$ cat config.mk
export PLATFORM = sky130hd
export DESIGN_NAME = uart_autobaud_bit_timer_top
export DESIGN_NICKNAME = d
export VERILOG_FILES = /design/src/rtl/uab_pkg.sv /design/src/rtl/uart_autobaud_bit_timer_top.sv
export SDC_FILE = /design/constraint.sdc
export NUM_CORES = 1
export LEC_CHECK = 0
export BUFFER_PORTS_ARGS = -buffer_cell sky130_fd_sc_hd__buf_4
export CORE_ASPECT_RATIO = 1.1
export CORE_MARGIN = 5
export CORE_UTILIZATION = 25
export DETAILED_ROUTE_END_ITERATION = 10
export GPL_ROUTABILITY_DRIVEN = 0
export MAX_ROUTING_LAYER = met4
export PLACE_DENSITY_LB_ADDON = 0.1
export SYNTH_ARGS = -nofsm -noshare
export SYNTH_HDL_FRONTEND = slang
export SYNTH_SLANG_ARGS = --single-unit
$ cat constraint.sdc
create_clock -name clk -period 2.5 [get_ports clk]
set_input_delay 0.5 -clock clk [delete_from_list [all_inputs] [get_ports clk]]
set_output_delay 0.5 -clock clk [all_outputs]
set_load 0.02 [all_outputs]
$ cat src/rtl/uab_pkg.sv
// Package of types and constants for the UART autobaud bit timer.
`default_nettype none

package uab_pkg;

    // Width of the tick timer that measures the high pulse.
    localparam int TIMER_WIDTH = 8;

    // Field widths of the beats and registers.
    localparam int BIT_TIME_WIDTH = 8;
    localparam int OFFSET_WIDTH   = 9;
    localparam int LIMIT_WIDTH    = 5;
    localparam int CFG_IDX_WIDTH  = 2;
    localparam int CFG_DATA_WIDTH = 9;

    // Register reset values.
    localparam logic [BIT_TIME_WIDTH-1:0] RST_BIT_TIME     = 8'd100;
    localparam logic [OFFSET_WIDTH-1:0]   RST_SAMPLE_OFFSET = 9'd150;
    localparam logic [LIMIT_WIDTH-1:0]    RST_FIRST_LIMIT   = 5'd10;
    localparam logic [LIMIT_WIDTH-1:0]    RST_SECOND_LIMIT  = 5'd30;

    // Configuration register indexes.
    localparam logic [CFG_IDX_WIDTH-1:0] CFG_DEFAULT_BIT_TIME      = 2'd0;
    localparam logic [CFG_IDX_WIDTH-1:0] CFG_DEFAULT_SAMPLE_OFFSET = 2'd1;
    localparam logic [CFG_IDX_WIDTH-1:0] CFG_FIRST_WAIT_LIMIT      = 2'd2;
    localparam logic [CFG_IDX_WIDTH-1:0] CFG_SECOND_WAIT_LIMIT     = 2'd3;

    // Operation codes of an input beat.
    localparam logic OP_START = 1'b0;
    localparam logic OP_TICK  = 1'b1;

    // Result status codes.
    typedef enum logic [1:0] {
        ST_BUSY     = 2'd0,
        ST_TRAINED  = 2'd1,
        ST_TIMEOUT  = 2'd2,
        ST_MEAS_OVF = 2'd3
    } status_t;

    typedef struct packed {
        logic operation;
        logic line_level;
    } uab_in_t;

    typedef struct packed {
        status_t                   status;
        logic [BIT_TIME_WIDTH-1:0] bit_time;
        logic [OFFSET_WIDTH-1:0]   sample_offset;
    } uab_out_t;

endpackage

`default_nettype wire

$ cat src/rtl/uart_autobaud_bit_timer_top.sv
// Top level of the UART autobaud bit timer: training sequencer and result register.
//
//  Channel   Signals                              Direction  Payload
//  in        in_valid, in_ready, in_data          into block uab_in_t (operation, line_level)
//  out       out_valid, out_ready, out_data       out        uab_out_t (status, bit_time,
//                                                            sample_offset)
//  cfg       cfg_write_en, cfg_index, cfg_data    into block register write, no read-back
//
// The training state is updated and the result registered at the edge that accepts
// a beat, so a new beat can be taken every cycle unless a full result register stalls.
// The result register holds one result; the input is taken whenever that register is
// empty or is being emptied in the same cycle.
// Reset clears the state machine, the timer and the wrap count, and loads the reset
// values of the configuration and working registers.
`default_nettype none

module uart_autobaud_bit_timer_top
    import uab_pkg::*;
(
    input  wire logic                      clk,
    input  wire logic                      rst_n,
    input  wire logic                      in_valid,
    output logic                           in_ready,
    input  wire uab_in_t                   in_data,
    output logic                           out_valid,
    input  wire logic                      out_ready,
    output uab_out_t                       out_data,
    input  wire logic                      cfg_write_en,
    input  wire logic [CFG_IDX_WIDTH-1:0]  cfg_index,
    input  wire logic [CFG_DATA_WIDTH-1:0] cfg_data
);

    // Width wide enough to compare the timer against the largest bit time.
    localparam int EXT_WIDTH = (TIMER_WIDTH > BIT_TIME_WIDTH) ? TIMER_WIDTH : BIT_TIME_WIDTH;
    localparam logic [EXT_WIDTH-1:0] BIT_TIME_MAX = EXT_WIDTH'({BIT_TIME_WIDTH{1'b1}});

    typedef enum logic [3:0] {
        PH_IDLE      = 4'b0001,
        PH_WAIT_HIGH = 4'b0010,
        PH_WAIT_LOW  = 4'b0100,
        PH_MEASURE   = 4'b1000
    } phase_t;

    logic [BIT_TIME_WIDTH-1:0] default_bit_time_reg;
    logic [OFFSET_WIDTH-1:0]   default_offset_reg;
    logic [LIMIT_WIDTH-1:0]    first_limit_reg;
    logic [LIMIT_WIDTH-1:0]    second_limit_reg;

    phase_t                    phase_reg, phase_next;
    logic [TIMER_WIDTH-1:0]    timer_reg, timer_next;
    logic [LIMIT_WIDTH-1:0]    wrap_count_reg, wrap_count_next;
    logic [BIT_TIME_WIDTH-1:0] bit_time_reg, bit_time_next;
    logic [OFFSET_WIDTH-1:0]   offset_reg, offset_next;
    status_t                   status_next;

    logic                      out_valid_reg;
    uab_out_t                  out_data_reg;

    logic                      in_fire;
    logic [TIMER_WIDTH-1:0]    timer_inc;
    logic                      timer_wrap;
    logic [LIMIT_WIDTH-1:0]    wrap_count_inc;
    logic [LIMIT_WIDTH-1:0]    wait_limit;
    logic [EXT_WIDTH-1:0]      timer_ext;
    logic [BIT_TIME_WIDTH-1:0] measured;

    // Handshake: the result register is free or is being emptied.
    assign in_ready  = !out_valid_reg || out_ready;
    assign in_fire   = in_valid && in_ready;
    assign out_valid = out_valid_reg;
    assign out_data  = out_data_reg;

    // Configuration registers.
    always_ff @(posedge clk or negedge rst_n)
    begin
        if (!rst_n)
        begin
            default_bit_time_reg <= RST_BIT_TIME;
            default_offset_reg   <= RST_SAMPLE_OFFSET;
            first_limit_reg      <= RST_FIRST_LIMIT;
            second_limit_reg     <= RST_SECOND_LIMIT;
        end
        else if (cfg_write_en)
        begin
            unique case (cfg_index)
                CFG_DEFAULT_BIT_TIME:      default_bit_time_reg <= cfg_data[BIT_TIME_WIDTH-1:0];
                CFG_DEFAULT_SAMPLE_OFFSET: default_offset_reg   <= cfg_data[OFFSET_WIDTH-1:0];
                CFG_FIRST_WAIT_LIMIT:      first_limit_reg      <= cfg_data[LIMIT_WIDTH-1:0];
                CFG_SECOND_WAIT_LIMIT:     second_limit_reg     <= cfg_data[LIMIT_WIDTH-1:0];
                default:
                begin
                end
            endcase
        end
    end

    // Timer and wrap count increments, and the limit that applies to this tick.
    assign timer_inc      = timer_reg + TIMER_WIDTH'(1);
    assign timer_wrap     = (timer_inc == '0);
    assign wrap_count_inc = wrap_count_reg + LIMIT_WIDTH'(1);
    assign wait_limit     = (phase_reg == PH_WAIT_HIGH && in_data.line_level) ?
                            first_limit_reg : second_limit_reg;

    // The measured pulse saturates at the largest bit time.
    assign timer_ext = EXT_WIDTH'(timer_reg);
    assign measured  = (timer_ext > BIT_TIME_MAX) ? BIT_TIME_WIDTH'(BIT_TIME_MAX)
                                                  : timer_ext[BIT_TIME_WIDTH-1:0];

    // Training sequencer: next state and status for the beat on the input.
    always_comb
    begin
        phase_next      = phase_reg;
        timer_next      = timer_reg;
        wrap_count_next = wrap_count_reg;
        bit_time_next   = bit_time_reg;
        offset_next     = offset_reg;
        status_next     = ST_BUSY;

        if (in_data.operation == OP_START)
        begin
            bit_time_next   = default_bit_time_reg;
            offset_next     = default_offset_reg;
            timer_next      = '0;
            wrap_count_next = '0;
            phase_next      = PH_WAIT_HIGH;
        end
        else
        begin
            unique case (phase_reg) inside
                PH_IDLE:
                begin
                end
                PH_WAIT_HIGH, PH_WAIT_LOW:
                begin
                    if (in_data.line_level && phase_reg == PH_WAIT_LOW)
                    begin
                        // Rising edge: restart the timer and count this tick.
                        timer_next = TIMER_WIDTH'(1);
                        phase_next = PH_MEASURE;
                    end
                    else
                    begin
                        // A low sample while waiting for high moves on in the same tick.
                        if (!in_data.line_level)
                        begin
                            phase_next = PH_WAIT_LOW;
                        end
                        timer_next = timer_inc;
                        if (timer_wrap)
                        begin
                            wrap_count_next = wrap_count_inc;
                            if (wrap_count_inc == wait_limit)
                            begin
                                phase_next  = PH_IDLE;
                                status_next = ST_TIMEOUT;
                            end
                        end
                    end
                end
                PH_MEASURE:
                begin
                    if (in_data.line_level)
                    begin
                        timer_next = timer_inc;
                        if (timer_wrap)
                        begin
                            phase_next  = PH_IDLE;
                            status_next = ST_MEAS_OVF;
                        end
                    end
                    else
                    begin
                        // Falling edge: store the bit time and one and a half bit times.
                        bit_time_next = measured;
                        offset_next   = {1'b0, measured} + OFFSET_WIDTH'(measured >> 1);
                        phase_next    = PH_IDLE;
                        status_next   = ST_TRAINED;
                    end
                end
                default:
                begin
                    phase_next = PH_IDLE;
                end
            endcase
        end
    end

    // Training state, updated once per accepted beat.
    always_ff @(posedge clk or negedge rst_n)
    begin
        if (!rst_n)
        begin
            phase_reg      <= PH_IDLE;
            timer_reg      <= '0;
            wrap_count_reg <= '0;
            bit_time_reg   <= RST_BIT_TIME;
            offset_reg     <= RST_SAMPLE_OFFSET;
        end
        else if (in_fire)
        begin
            phase_reg      <= phase_next;
            timer_reg      <= timer_next;
            wrap_count_reg <= wrap_count_next;
            bit_time_reg   <= bit_time_next;
            offset_reg     <= offset_next;
        end
    end

    // Result register valid flag.
    always_ff @(posedge clk or negedge rst_n)
    begin
        if (!rst_n)
        begin
            out_valid_reg <= 1'b0;
        end
        else if (in_fire)
        begin
            out_valid_reg <= 1'b1;
        end
        else if (out_ready)
        begin
            out_valid_reg <= 1'b0;
        end
    end

    // Result payload.
    always_ff @(posedge clk)
    begin
        if (in_fire)
        begin
            out_data_reg.status        <= status_next;
            out_data_reg.bit_time      <= bit_time_next;
            out_data_reg.sample_offset <= offset_next;
        end
    end

    // Every accepted beat leaves a result waiting.
    a_beat_gives_result: assert property (@(posedge clk) disable iff (!rst_n)
        in_fire |=> out_valid_reg)
        else $error("accepted beat left no result");

    // A finished training leaves the sequencer idle.
    a_done_is_idle: assert property (@(posedge clk) disable iff (!rst_n)
        in_fire && status_next != ST_BUSY |=> phase_reg == PH_IDLE)
        else $error("training finished but sequencer not idle");

    // A trained result carries one and a half bit times as its sample offset.
    a_trained_offset: assert property (@(posedge clk) disable iff (!rst_n)
        out_valid_reg && out_data_reg.status == ST_TRAINED |->
        out_data_reg.sample_offset ==
        ({1'b0, out_data_reg.bit_time} + OFFSET_WIDTH'(out_data_reg.bit_time >> 1)))
        else $error("trained sample offset does not match bit time");

endmodule

`default_nettype wire

### Word level (Yosys, flattened, before mapping)

Index checks and enable logic that the tools add are counted.

| storage, ports and cells | value |
|---|---|
| bits in registers | 81 |
| input port bits | 18 |
| output and inout bits | 21 |
| logic and storage cells | 80 |

| operators by class | value |
|---|---|
| add/sub/neg operators | 3 |
| $lt $le $gt $ge | 1 |
| equal/unequal tests | 15 |
| mux-type cells | 32 |
| reduce and logical (&&, ||, !) cells | 16 |

Operators by type and width:

| operator | number |
|---|---|
| two-way mux 8 bit | 7 |
| two-way mux 4 bit | 7 |
| two-way mux 9 bit | 3 |
| two-way mux 5 bit | 5 |
| one-hot mux 8 bit (2 select lines) | 1 |
| one-hot mux 4 bit (3 select lines) | 1 |
| two-way mux 2 bit | 5 |
| adder 8 x 7 -> 9 bit | 1 |
| adder 8 x 1 -> 8 bit, second input constant | 1 |
| > comparator 8 bit, second input constant | 1 |
| logical NOT 8 bit | 1 |
| AND reduction 2 bit | 4 |
| AND reduction 3 bit | 2 |
| adder 5 x 1 -> 5 bit, second input constant | 1 |
| equality test 5 bit | 1 |
| equality test 2 bit, second input constant | 2 |
| equality test 4 x 1 -> 1 bit, second input constant | 1 |
| equality test 4 x 2 -> 1 bit, second input constant | 1 |
| equality test 4 x 3 -> 1 bit, second input constant | 1 |
| equality test 4 bit, second input constant | 1 |
| inequality test 2 x 1 -> 1 bit, second input constant | 2 |
| inequality test 2 bit, second input constant | 2 |
| inequality test 4 bit, second input constant | 1 |
| one-hot mux 2 bit (2 select lines) | 1 |
| 11 further kinds | 14 |

### Depth between registers and ports, before layout

Gate-level depths: netlist of the first run.

| logic depth | value |
|---|---|
| word-level depth | 9 |
| depth in mapped cells | 10 |
| depth with buffers taken out | 10 |

### Worst setup path before layout of the first run

Ideal clock, no wire load.

| timing | value |
|---|---|
| kind | flip-flop to flip-flop |
| start point | reg timer_reg[0], in the netlist timer_ext[0] |
| end point | reg offset_reg[6] |
| setup time | 125 ps |
| data arrival time | 2432 ps |
| data required time | 2375 ps |
| path slack | -56 ps |
| cell stages (with the launch flop) | 11 |
| cell sequence | dfrtp_1 ha_1 inv_1 fa_1 nor2b_1 o21ai_0 a21oi_1 o21ai_0 a211o_1 a32o_1 mux2_2 |

| between the ends | value |
|---|---|
| cells in the longest elaborated chain, start to end | 6 |

RTL lines:

| item | line | RTL |
|---|---|---|
| start, declared | uart_autobaud_bit_timer_top.sv:50 | `logic [TIMER_WIDTH-1:0] timer_reg, timer_next;` |
| start signal, assigned | uart_autobaud_bit_timer_top.sv:202 | `timer_reg <= timer_next;` |
| > comparator 8 bit | uart_autobaud_bit_timer_top.sv:106 | `assign measured = (timer_ext > BIT_TIME_MAX) ? BIT_TIME_WIDTH'(BIT_TIME_MAX)` |
| two-way mux 8 bit (*) | uart_autobaud_bit_timer_top.sv:106 |  |
| adder 8 x 7 -> 9 bit (*) | uart_autobaud_bit_timer_top.sv:175 | `offset_next = {1'b0, measured} + OFFSET_WIDTH'(measured >> 1);` |
| two-way mux 9 bit (*) | uart_autobaud_bit_timer_top.sv:162 | `if (in_data.line_level)` |
| two-way mux 9 bit (*) | uart_autobaud_bit_timer_top.sv:129 | `unique case (phase_reg) inside` |
| two-way mux 9 bit (*) | uart_autobaud_bit_timer_top.sv:119 | `if (in_data.operation == OP_START)` |
| via offset_next[6] | uart_autobaud_bit_timer_top.sv:53 | `logic [OFFSET_WIDTH-1:0] offset_reg, offset_next;` |
| end signal, assigned | uart_autobaud_bit_timer_top.sv:205 | `offset_reg <= offset_next;` |
| end, declared | uart_autobaud_bit_timer_top.sv:53 |  |

The timed path passes the listed nets; every way through them passes the cells marked *.
A chain may end at the register's enable or synchronous reset.

### Worst setup path after layout of the first run

| timing | value |
|---|---|
| start point | reg timer_reg[1], in the netlist timer_ext[1] |
| end point | reg offset_reg[6] |

The elaborated chain is that of the path after synthesis.

==> results of run 1 <==
==> cells by family (layout without fill, tap and decap cells) <==
logic type | Yosys count | count (layout) | synth area share (%)
and+or+nand+nor | 144 | 144 | 17.12
adders and majority gates | 12 | 12 | 3.738
buffers and inverters | 32 | 93 | 3.204
xor gates and xnor gates | 18 | 18 | 3.738
muxes | 42 | 42 | 11.01
AOI/OAI and AO/OA | 68 | 68 | 10.26
DFF | 81 | 81 | 50.93
==> report_power, final <==
group,switching [mW],internal (mW)
Sequential,0.145,1.66
Clock,0.564,0.805
Combinational,0.514,0.437
==> what timing repair did <==
action / CTS / global route
setup endpoints to repair: 2 / 4
resized for setup: 3 / 11
endpoints found under the hold margin: 0 / 0
pin swaps: 1 / 2
==> final timing paths <==
check                                            start                     endpoint  slack, ps  cells past startpoint
min reg2reg                bit_time_reg[5]$_DFFE_PN1P_  bit_time_reg[5]$_DFFE_PN1P_        460                      2
max                           timer_ext[1]$_DFFE_PN0P_    offset_reg[6]$_DFFE_PN0P_        140                     10
max reg2reg                   timer_ext[1]$_DFFE_PN0P_    offset_reg[6]$_DFFE_PN0P_        140                     10
min                                              rst_n  bit_time_reg[0]$_DFFE_PN0P_        120                      1
min in group clk                              in_valid        out_valid$_DFFE_PN0P_        360                      2
max in group asynchronous                        rst_n     phase_reg[0]$_DFFE_PN1P_       1790                      2
==> stage by stage <==
step / TNS (ps) / cell area, um^2
after global placement: -30.69 / 4885
after CTS: 0 / 5191
after global routing: 0 / 5229
final: 0 / 5229
after floorplan: 0 / 4222
after detailed placement: -119.1 / 4885
==> layout by cell type (no fill, tap or decap), types with 3 or more instances in the layout <==
cell / synthesis / final
a21o_1: 7 / 7
dfrtp_1: 41 / 40
edfxtp_1: 19 / 19
o22ai_1: 3 / 3
buf_4: 1 / 59
ha_1: 11 / 10
o31ai_1: 5 / 5
nand4_1: 6 / 6
o21ai_0: 12 / 9
a31oi_1: 9 / 9
nor3_1: 4 / 3
nor2_1: 30 / 29
inv_1: 16 / 16
nand2_1: 56 / 56
xnor2_1: 10 / 9
xor2_1: 8 / 8
dfstp_2: 21 / 21
a21oi_1: 21 / 19
nand3b_1: 4 / 4
mux2i_1: 7 / 7
mux2_2: 35 / 35
clkbuf_16: 0 / 9
nand3_1: 18 / 18
nand2b_1: 4 / 4
==> synthesized netlist by cell type (2+ instances only) <==
cell type | instances | area (um^2)
clkbuf_1 | 8 | 30.03
dfrtp_1 | 41 | 1026
xnor2_1 | 10 | 87.58
nand3b_1 | 4 | 30.03
buf_1 | 3 | 11.26
or4_1 | 2 | 15.01
and3_2 | 2 | 15.01
nor4_1 | 2 | 12.51
a31oi_1 | 9 | 56.30
nor3b_2 | 2 | 25.02
buf_2 | 3 | 15.01
inv_1 | 16 | 60.06
nor3_1 | 4 | 20.02
nor2_1 | 30 | 112.6
nand3_1 | 18 | 90.09
a21o_1 | 7 | 52.55
nand2_1 | 56 | 210.2
edfxtp_1 | 19 | 570.6
and3_1 | 2 | 12.51
a21oi_1 | 21 | 105.1
ha_1 | 11 | 137.6
o31ai_1 | 5 | 37.54
mux2_2 | 35 | 394.1
xor2_1 | 8 | 70.07
nor3b_1 | 2 | 15.01
o22ai_1 | 3 | 18.77
dfstp_2 | 21 | 551.8
mux2i_1 | 7 | 70.07
nand4_1 | 6 | 37.54
nor2b_1 | 3 | 18.77
o21ai_0 | 12 | 60.06
nand2b_1 | 4 | 25.02
==> critical path: cells and delay by family, from the launching register on <==
kind                     cells  cell delay (ps)
AND/OR/NAND/NOR              1              160
adder cells (fa/ha/maj)      2              540
buffers and inverters        1               60
flip-flops                   1              380
AO/OA/AOI/OAI                5              870
multiplexers                 1              260
==> per-layer routing <==
| metal | global-route usage [%] | up-vias | wire (um) |
|---|---|---|---|
| met4 | 3.292 | 0 | 147 |
| met2 | 18.88 | 51 | 5177 |
| met5 | - | - | 0 |
| met3 | 2.306 | 10 | 382 |
| li1 | - | 1518 | - |
| met1 | 15.93 | 1512 | 5305 |
==> layout make-up <==
type,count,share of cell area (%)
sequential,81,41.11
multi-input combinational,284,37.83
timing repair buffer,61,9.237
tap,204,4.882
clock buffer,10,4.570
clock inverter,6,1.220
inverter,16,1.149
==> results.py, run 1 <==
metrics = {
    "job": {
        "drv_cap": 0,
    },
    "critical_path": {
        "path_cells": "ha_2 > inv_1 > fa_2 > nor2b_2 > o21ai_2 > a21oi_2 > o21ai_2 > a211o_1 > a32o_1 > mux2_2",
        "crit_required_ps": 2720,
        "arrival_ps": 2580,
        "cp_slowest_cell": "dfrtp_1",
        "crit_top_cell": "o21ai_2",
        "startpoint_type": "register",
        "worst_path_largest_cell_delay_ps": 380,
        "worstSetupEndpointType": "register",
        "worstSetupPathType": "register to register",
        "crit_path_max_fanout": 3,
    },
    "drt": {
        "drt_wl_total_mm": 11.01,
        "drt_iter0_markers": 148,
        "via_count": 3091,
        "wl_per_cell_um": 16.63,
        "postRouteAntennaNets": 0,
        "dr.pass1.iters": 4,
        "routed_via_density": 4.669,
        "drc": 0,
    },
    "yosys": {
        "syn_area_um2": 4218,
        "synthCells": 397,
        "ys_dominant_reg_cell": "dfrtp_1",
        "synth_fp_nets": 427,
        "ys_async_sr_fraction_pct": 76.54,
        "yosysSeqAreaShare_pct": 50.93,
        "synth_cell_types": 53,
        "yosysWarnings": 0,
        "synth-edff-count": 19,
        "synth_area_per_cell_um2": 10.62,
        "ys_ff_latch": 81,
    },
    "floorplan": {
        "ioPinCount": 39,
        "rows": 49,
        "design.core.area_um2": 16490,
        "die_h_um": 146.2,
        "chipWidth_um": 133.8,
        "start_util_pct": 25.57,
        "dieArea_um2": 19570,
    },
    "hold_path": {
        "worst_hold_path_type": "input pin to async pin",
    },
    "layout": {
        "diodes": 0,
        "final_nets": 483,
        "area_growth_pct": 23.97,
        "final_cells": 662,
        "multiInputGateArea_um2": 1978,
        "ff_latch_area_um2": 2150,
        "drive_above_1_share_pct": 34.28,
        "post-route-util_pct": 31.70,
        "largest_register_ffs": 19,
        "fill_cells": 1681,
    },
    "run_status": {
        "status": "finished, final reports clean",
    },
    "clock_tree": {
        "cts_setup_buffers": 0,
        "cts_num_sinks": 81,
        "clk_latency_ps": 340,
        "clockBufferDepth": 2,
        "cts-htree-levels": 3,
        "hold_buffers": 0,
        "cts_tree": "done",
        "ctsRootBufferMaster": "clkbuf_16",
        "numCtsBuffers": 9,
        "clk_pin_slew_worst_paths_ps": 60,
    },
    "global_routing": {
        "antenna_found_initial": 0,
        "first_global_vias": 3344,
        "grt_start_max_net_pins": 37,
        "grtUsageTotal_pct": 12.03,
        "grt_pass1_wl_mm": 18.20,
        "overflow": 0,
    },
    "power": {
        "power.total_mw": 4.120,
        "cellPowerDensity_nw_per_um2": 788.0,
        "peakVddDrop_mv": 0.3611,
        "p_leak_nw": 2.207,
    },
    "timing": {
        "rsz0062_at_grt": "false",
        "hold_viol": 0,
        "clock.fmax_mhz": 423.5,
        "skew_ps": 8.923,
        "setup_viol": 0,
        "finalCritPeriodShare_pct": 94.45,
        "fin_hold_ws_ps": 118.6,
        "worst_pin_slew_ps": 585.6,
        "maxSlewViolCount": 0,
        "fin_ws_ps": 138.8,
        "slew_headroom_pct": 60.84,
        "period_needed_ps": 2361,
    },
    "placed_design": {
        "dpl.cell_count": 646,
        "post-place-ws_ps": -77.41,
        "hpwl_mm": 8.195,
        "port_buffers": 38,
    },
}
Note: power is estimated with default switching activity, not from simulation.
==> run 2, diff against run 1 <==
Settings changed: CELL_PAD_IN_SITES_DETAIL_PLACEMENT from default to 0, CELL_PAD_IN_SITES_GLOBAL_PLACEMENT from default to 1.
==> run 2 against run 1 <==
Compared with the run above: register-to-register slack worse by 20 ps; combinational power up 4.0%; wire length up 5.0%; highest routed layer unchanged; global-route usage up 0.60 points; sequential cell count unchanged; total power up 1.3%.
==> results.py, run 2 (synthesis gave the netlist of run 1 again) <==
metrics = {
    "critical_path": {
        "worstSetupPathType": "register to register",
        "startpoint_type": "register",
        "crit_required_ps": 2730,
        "path_delay_family": "compound AO/OA/AOI/OAI gates",
        "cp_slowest_cell": "dfrtp_1",
        "path_cells": "ha_2 > inv_1 > fa_2 > nor2b_2 > o21ai_2 > a21oi_2 > o21ai_2 > a211o_1 > a32o_1 > mux2_2",
        "arrival_ps": 2610,
        "crit_top_cell": "o21ai_2",
        "crit_path_max_fanout": 3,
        "cp_num_buf_inv": 1,
        "worst_path_largest_cell_delay_ps": 370,
        "worstSetupEndpointType": "register",
    },
    "drt": {
        "wl_met2_mm": 5.509,
        "via_count": 3108,
        "postRouteAntennaNets": 0,
        "drt_wl_total_mm": 11.56,
        "dr.pass1.iters": 6,
        "routed_via_density": 4.653,
        "top_layer": "met4",
        "drt_iter0_markers": 180,
        "wl_per_cell_um": 17.31,
        "met1Wirelength_mm": 5.629,
        "drc": 0,
        "dr_wl_met3_um": 280,
    },
    "layout": {
        "area_growth_pct": 25.45,
        "drive_above_1_share_pct": 34.91,
        "ff_latch_area_um2": 2150,
        "multiInputGateArea_um2": 1993,
        "largest_register_ffs": 19,
        "fill_cells": 1711,
        "final_nets": 489,
        "most-common-layout-cells": "buf_4 (65), nand2_1 (56), dfrtp_1 (40)",
        "final_cells": 668,
        "diodes": 0,
        "layout_commonest_cell": "buf_4",
    },
    "global_routing": {
        "first_global_vias": 3186,
        "grt_start_max_net_pins": 39,
        "overflow": 0,
        "antenna_found_initial": 0,
        "grtUsageTotal_pct": 12.63,
        "grt_pass1_wl_mm": 18.41,
    },
    "clock_tree": {
        "clk_latency_ps": 340,
        "cts_tree": "done",
        "clockBufferDepth": 2,
        "numCtsBuffers": 9,
        "hold_buffers": 0,
        "ctsRootBufferMaster": "clkbuf_16",
        "clk_pin_slew_worst_paths_ps": 60,
        "cts-htree-levels": 3,
        "cts_num_sinks": 81,
    },
    "job": {
        "drv_cap": 0,
    },
    "timing": {
        "hold_viol": 0,
        "setup_viol": 0,
        "slew_headroom_pct": 61.61,
        "clock.fmax_mhz": 419.3,
        "period_needed_ps": 2385,
        "skew_ps": 6.548,
        "fin_ws_ps": 114.9,
        "finalCritPeriodShare_pct": 95.40,
        "maxSlewViolCount": 0,
        "worst_pin_slew_ps": 574.2,
        "rsz0062_at_grt": "false",
        "fin_hold_ws_ps": 148.2,
    },
    "power": {
        "peakVddDrop_mv": 0.3062,
        "power.total_mw": 4.174,
        "p_leak_nw": 2.243,
        "cellPowerDensity_nw_per_um2": 788.9,
    },
    "placed_design": {
        "port_buffers": 38,
        "dpl.cell_count": 650,
        "post-place-ws_ps": -81.19,
        "hpwl_mm": 8.429,
    },
    "floorplan": {
        "start_util_pct": 25.57,
        "rows": 49,
        "design.core.area_um2": 16490,
        "die_h_um": 146.2,
        "chipWidth_um": 133.8,
        "ioPinCount": 39,
        "dieArea_um2": 19570,
    },
    "run_status": {
        "status": "finished, final reports clean",
    },
    "hold_path": {
        "worst_hold_path_type": "input pin to async pin",
    },
}
run 2: worst paths after layout:
check,start,endpoint,slack (ps),depth (start not counted)
min reg2reg,bit_time_reg[5]$_DFFE_PN1P_,bit_time_reg[5]$_DFFE_PN1P_,460,2
max reg2reg,timer_ext[1]$_DFFE_PN0P_,offset_reg[6]$_DFFE_PN0P_,110,10
min,rst_n,phase_reg[1]$_DFFE_PN0P_,150,1
max,timer_ext[1]$_DFFE_PN0P_,offset_reg[6]$_DFFE_PN0P_,110,10
max in group asynchronous,rst_n,default_offset_reg[4]$_DFFE_PN1P_,1720,2
min in group clk,in_valid,out_valid$_DFFE_PN0P_,360,2
run 2: report_power, final:
group          internal, mW  leakage (nW)  total, mW  switching (mW)
clock                 0.806         0.153       1.38           0.575
combinational         0.472          1.17      0.989           0.517
sequential             1.66         0.915       1.80           0.149
total                  2.93          2.24       4.17            1.24
run 2: metrics by stage:
| stage | utilization (%) | cell area (um^2) | TNS, ps |
|---|---|---|---|
| 2_1_floorplan | - | 4222 | 0 |
| 3_3_place_gp | 29.80 | 4915 | -57.45 |
| 3_5_place_dp | 29.80 | 4915 | -93.44 |
| 4_1_cts | 31.70 | 5228 | -17.31 |
| 5_1_grt | 32.08 | 5291 | 0 |
| 6_report | 32.08 | 5291 | 0 |
run 2: timing repair:
| action | 4_1_cts | 5_1_grt |
|---|---|---|
| pin swaps | 1 | 3 |
| setup buffers | 0 | 2 |
| endpoints found under the setup margin | 3 | 5 |
| resized for setup | 3 | 11 |
| gates cloned | 0 | 0 |
run 2: metal layers:
layer / vias up / GRT usage (%)
met3: 10 / 2.306
met1: 1513 / 16.79
met4: 0 / 3.858
met2: 46 / 19.64
met5: - / -
li1: 1539 / -
run 2: area by class of cell:
| type | count | share of cell area (%) |
|---|---|---|
| inverter | 16 | 1.135 |
| sequential | 81 | 40.62 |
| tap | 204 | 4.824 |
| multi-input combinational | 284 | 37.67 |
| clock inverter | 6 | 1.253 |
| timing repair buffer | 67 | 9.979 |
| clock buffer | 10 | 4.516 |
==> run 3, diff against run 2 <==
Settings changed: CORE_ASPECT_RATIO 1.1 to 0.8.
==> run 3 against run 2 <==
Compared with the run above: via count is 1.1% higher; core utilization shrank 0.081 points; cell area grew 0.12%; sequential share of layout area about the same; fmax is 0.34% higher; die area barely moved; clock skew rose by 0.87 ps; critical path depth is the same; cell count is 2.7% higher; critical path type unchanged; register-to-register slack about the same.
==> results.py, run 3 (synthesis gave the netlist of run 1 again) <==
metrics = {
    "timing": {
        "period_needed_ps": 2377,
        "hold_viol": 0,
        "fin_hold_ws_ps": 122.3,
        "slew_headroom_pct": 63.32,
        "skew_ps": 7.419,
        "setup_viol": 0,
        "rsz0062_at_grt": "true",
        "tns_ps": 0,
        "finalCritPeriodShare_pct": 95.08,
        "worst_pin_slew_ps": 548.5,
        "maxSlewViolCount": 0,
        "clock.fmax_mhz": 420.7,
    },
    "drt": {
        "drt_iter0_markers": 168,
        "routed_via_density": 4.580,
        "drc": 0,
        "dr.pass1.iters": 4,
        "wl_per_cell_um": 17.10,
        "via_count": 3142,
        "drt_wl_total_mm": 11.73,
        "postRouteAntennaNets": 0,
    },
    "placed_design": {
        "dpl.cell_count": 666,
        "hpwl_mm": 8.599,
        "port_buffers": 38,
    },
    "clock_tree": {
        "cts-htree-levels": 3,
        "clk_pin_slew_worst_paths_ps": 70,
        "cts_num_sinks": 81,
        "clk_latency_ps": 350,
        "ctsRootBufferMaster": "clkbuf_16",
        "cts_tree": "done",
        "clockBufferDepth": 2,
        "numCtsBuffers": 9,
    },
    "global_routing": {
        "first_global_vias": 3103,
        "overflow": 0,
        "grtUsageTotal_pct": 12.87,
        "grt_pass1_wl_mm": 18.69,
        "antenna_found_initial": 0,
        "grt_start_max_net_pins": 37,
    },
    "run_status": {
        "status": "finished, final reports clean",
    },
    "power": {
        "power.total_mw": 4.243,
        "clkPwrFrac_pct": 33.4,
        "switching_share_pct": 30.43,
        "combPwrFrac_pct": 23.9,
        "cellPowerDensity_nw_per_um2": 800.8,
        "seq_power_share_pct": 42.6,
        "power_switching_mw": 1.291,
        "peakVddDrop_mv": 0.3238,
        "p_leak_nw": 2.246,
        "internal_power_mw": 2.952,
    },
    "floorplan": {
        "die_h_um": 126.2,
        "start_util_pct": 25.48,
        "ioPinCount": 39,
        "rows": 42,
        "dieArea_um2": 19580,
        "design.core.area_um2": 16550,
        "chipWidth_um": 155.2,
    },
    "critical_path": {
        "worstSetupEndpointType": "register",
        "arrival_ps": 2610,
        "crit_path_max_fanout": 3,
        "crit_required_ps": 2730,
        "worstSetupPathType": "register to register",
        "r2r_setup_slack_ps": 120,
        "startpoint_type": "register",
    },
    "layout": {
        "drive_above_1_share_pct": 34.98,
        "final_nets": 491,
        "layout_commonest_cell": "buf_4",
        "fill_cells": 1728,
        "area_growth_pct": 25.60,
        "largest_register_ffs": 19,
        "most-common-layout-cells": "buf_4 (68), nand2_1 (56), dfrtp_1 (40)",
        "final_cells": 686,
        "diodes": 0,
    },
    "hold_path": {
        "worst_hold_path_type": "input pin to async pin",
    },
    "job": {
        "drv_cap": 0,
    },
}
-- run 3: cell types whose count changed in the layout (fill, tap and decap cells not counted), sizes merged --
cell / change
buf: +2
clkinv: -2
clkinvlp: +1
inv: +1
-- run 3: timing repair --
| action | 4_1_cts | 5_1_grt |
|---|---|---|
| hold buffers | 0 | 0 |
| gates resized for setup | 5 | 7 |
| endpoints found under the setup margin | 4 | 5 |
| buffers inserted | 2 | 2 |
| pin swaps | 1 | 6 |
| gates cloned | 0 | 0 |
-- run 3: final cells by class --
type,instances,area [um^2],share of cell area (%)
Sequential cell,81,2150,40.58
Clock buffer,10,239.0,4.511
Multi-Input combinational cell,284,1968,37.15
Inverter,16,60.06,1.134
Clock inverter,6,75.07,1.417
Timing Repair Buffer,69,530.5,10.01
Tap cell,220,275.3,5.196
-- run 3: worst paths after layout --
path,depth (start not counted),start,end
worst max-delay path,10,timer_ext[1]$_DFFE_PN0P_,offset_reg[6]$_DFFE_PN0P_
worst min-delay path,1,rst_n,phase_reg[1]$_DFFE_PN0P_
worst max register to register,10,timer_ext[1]$_DFFE_PN0P_,offset_reg[6]$_DFFE_PN0P_
worst min register to register,2,bit_time_reg[5]$_DFFE_PN1P_,bit_time_reg[5]$_DFFE_PN1P_
max in group asynchronous,2,rst_n,default_offset_reg[7]$_DFFE_PN1P_
min in group clk,2,in_valid,out_valid$_DFFE_PN0P_
-- run 3: layer usage --
layer	vias up	part of all wire, %	track usage, %
met1	1551	56	19.65
li1	1535	-	-
met5	-	0	-
met3	6	3.0	3.635
met4	0	0.74	2.779
met2	50	40	16.64
-- run 3: worst max-delay path: stages, from the launching register on --
cell and delay, ps:
dfrtp_1 370, ha_2 190, inv_1 70, fa_2 340, nor2b_2 140, o21ai_1 100, a21oi_2 180, o21ai_2 90
a211o_1 290, a32o_1 230, mux2_2 270
-- run 3: through the flow --
stage / utilization [%] / instance area (um^2) / setup WS (ps)
floorplan: - / 4222 / 30.59
global placement: 29.74 / 4922 / -95.68
detailed placement: 29.74 / 4922 / -132.6
CTS: 31.78 / 5261 / 3.302
global route: 32.00 / 5298 / -36.30
finish: 32.00 / 5298 / 122.9
-- run 3: power groups by stage --
stage / sequential (mW) / combinational [mW] / clock (mW)
after CTS: 1.81 / 1.02 / 1.46
after floorplan: 1.83 / 0.591 / 0
after global routing: 1.84 / 1.14 / 1.52
after global placement: 1.83 / 0.993 / 0
after detailed placement: 1.84 / 0.984 / 0
final: 1.81 / 1.02 / 1.42
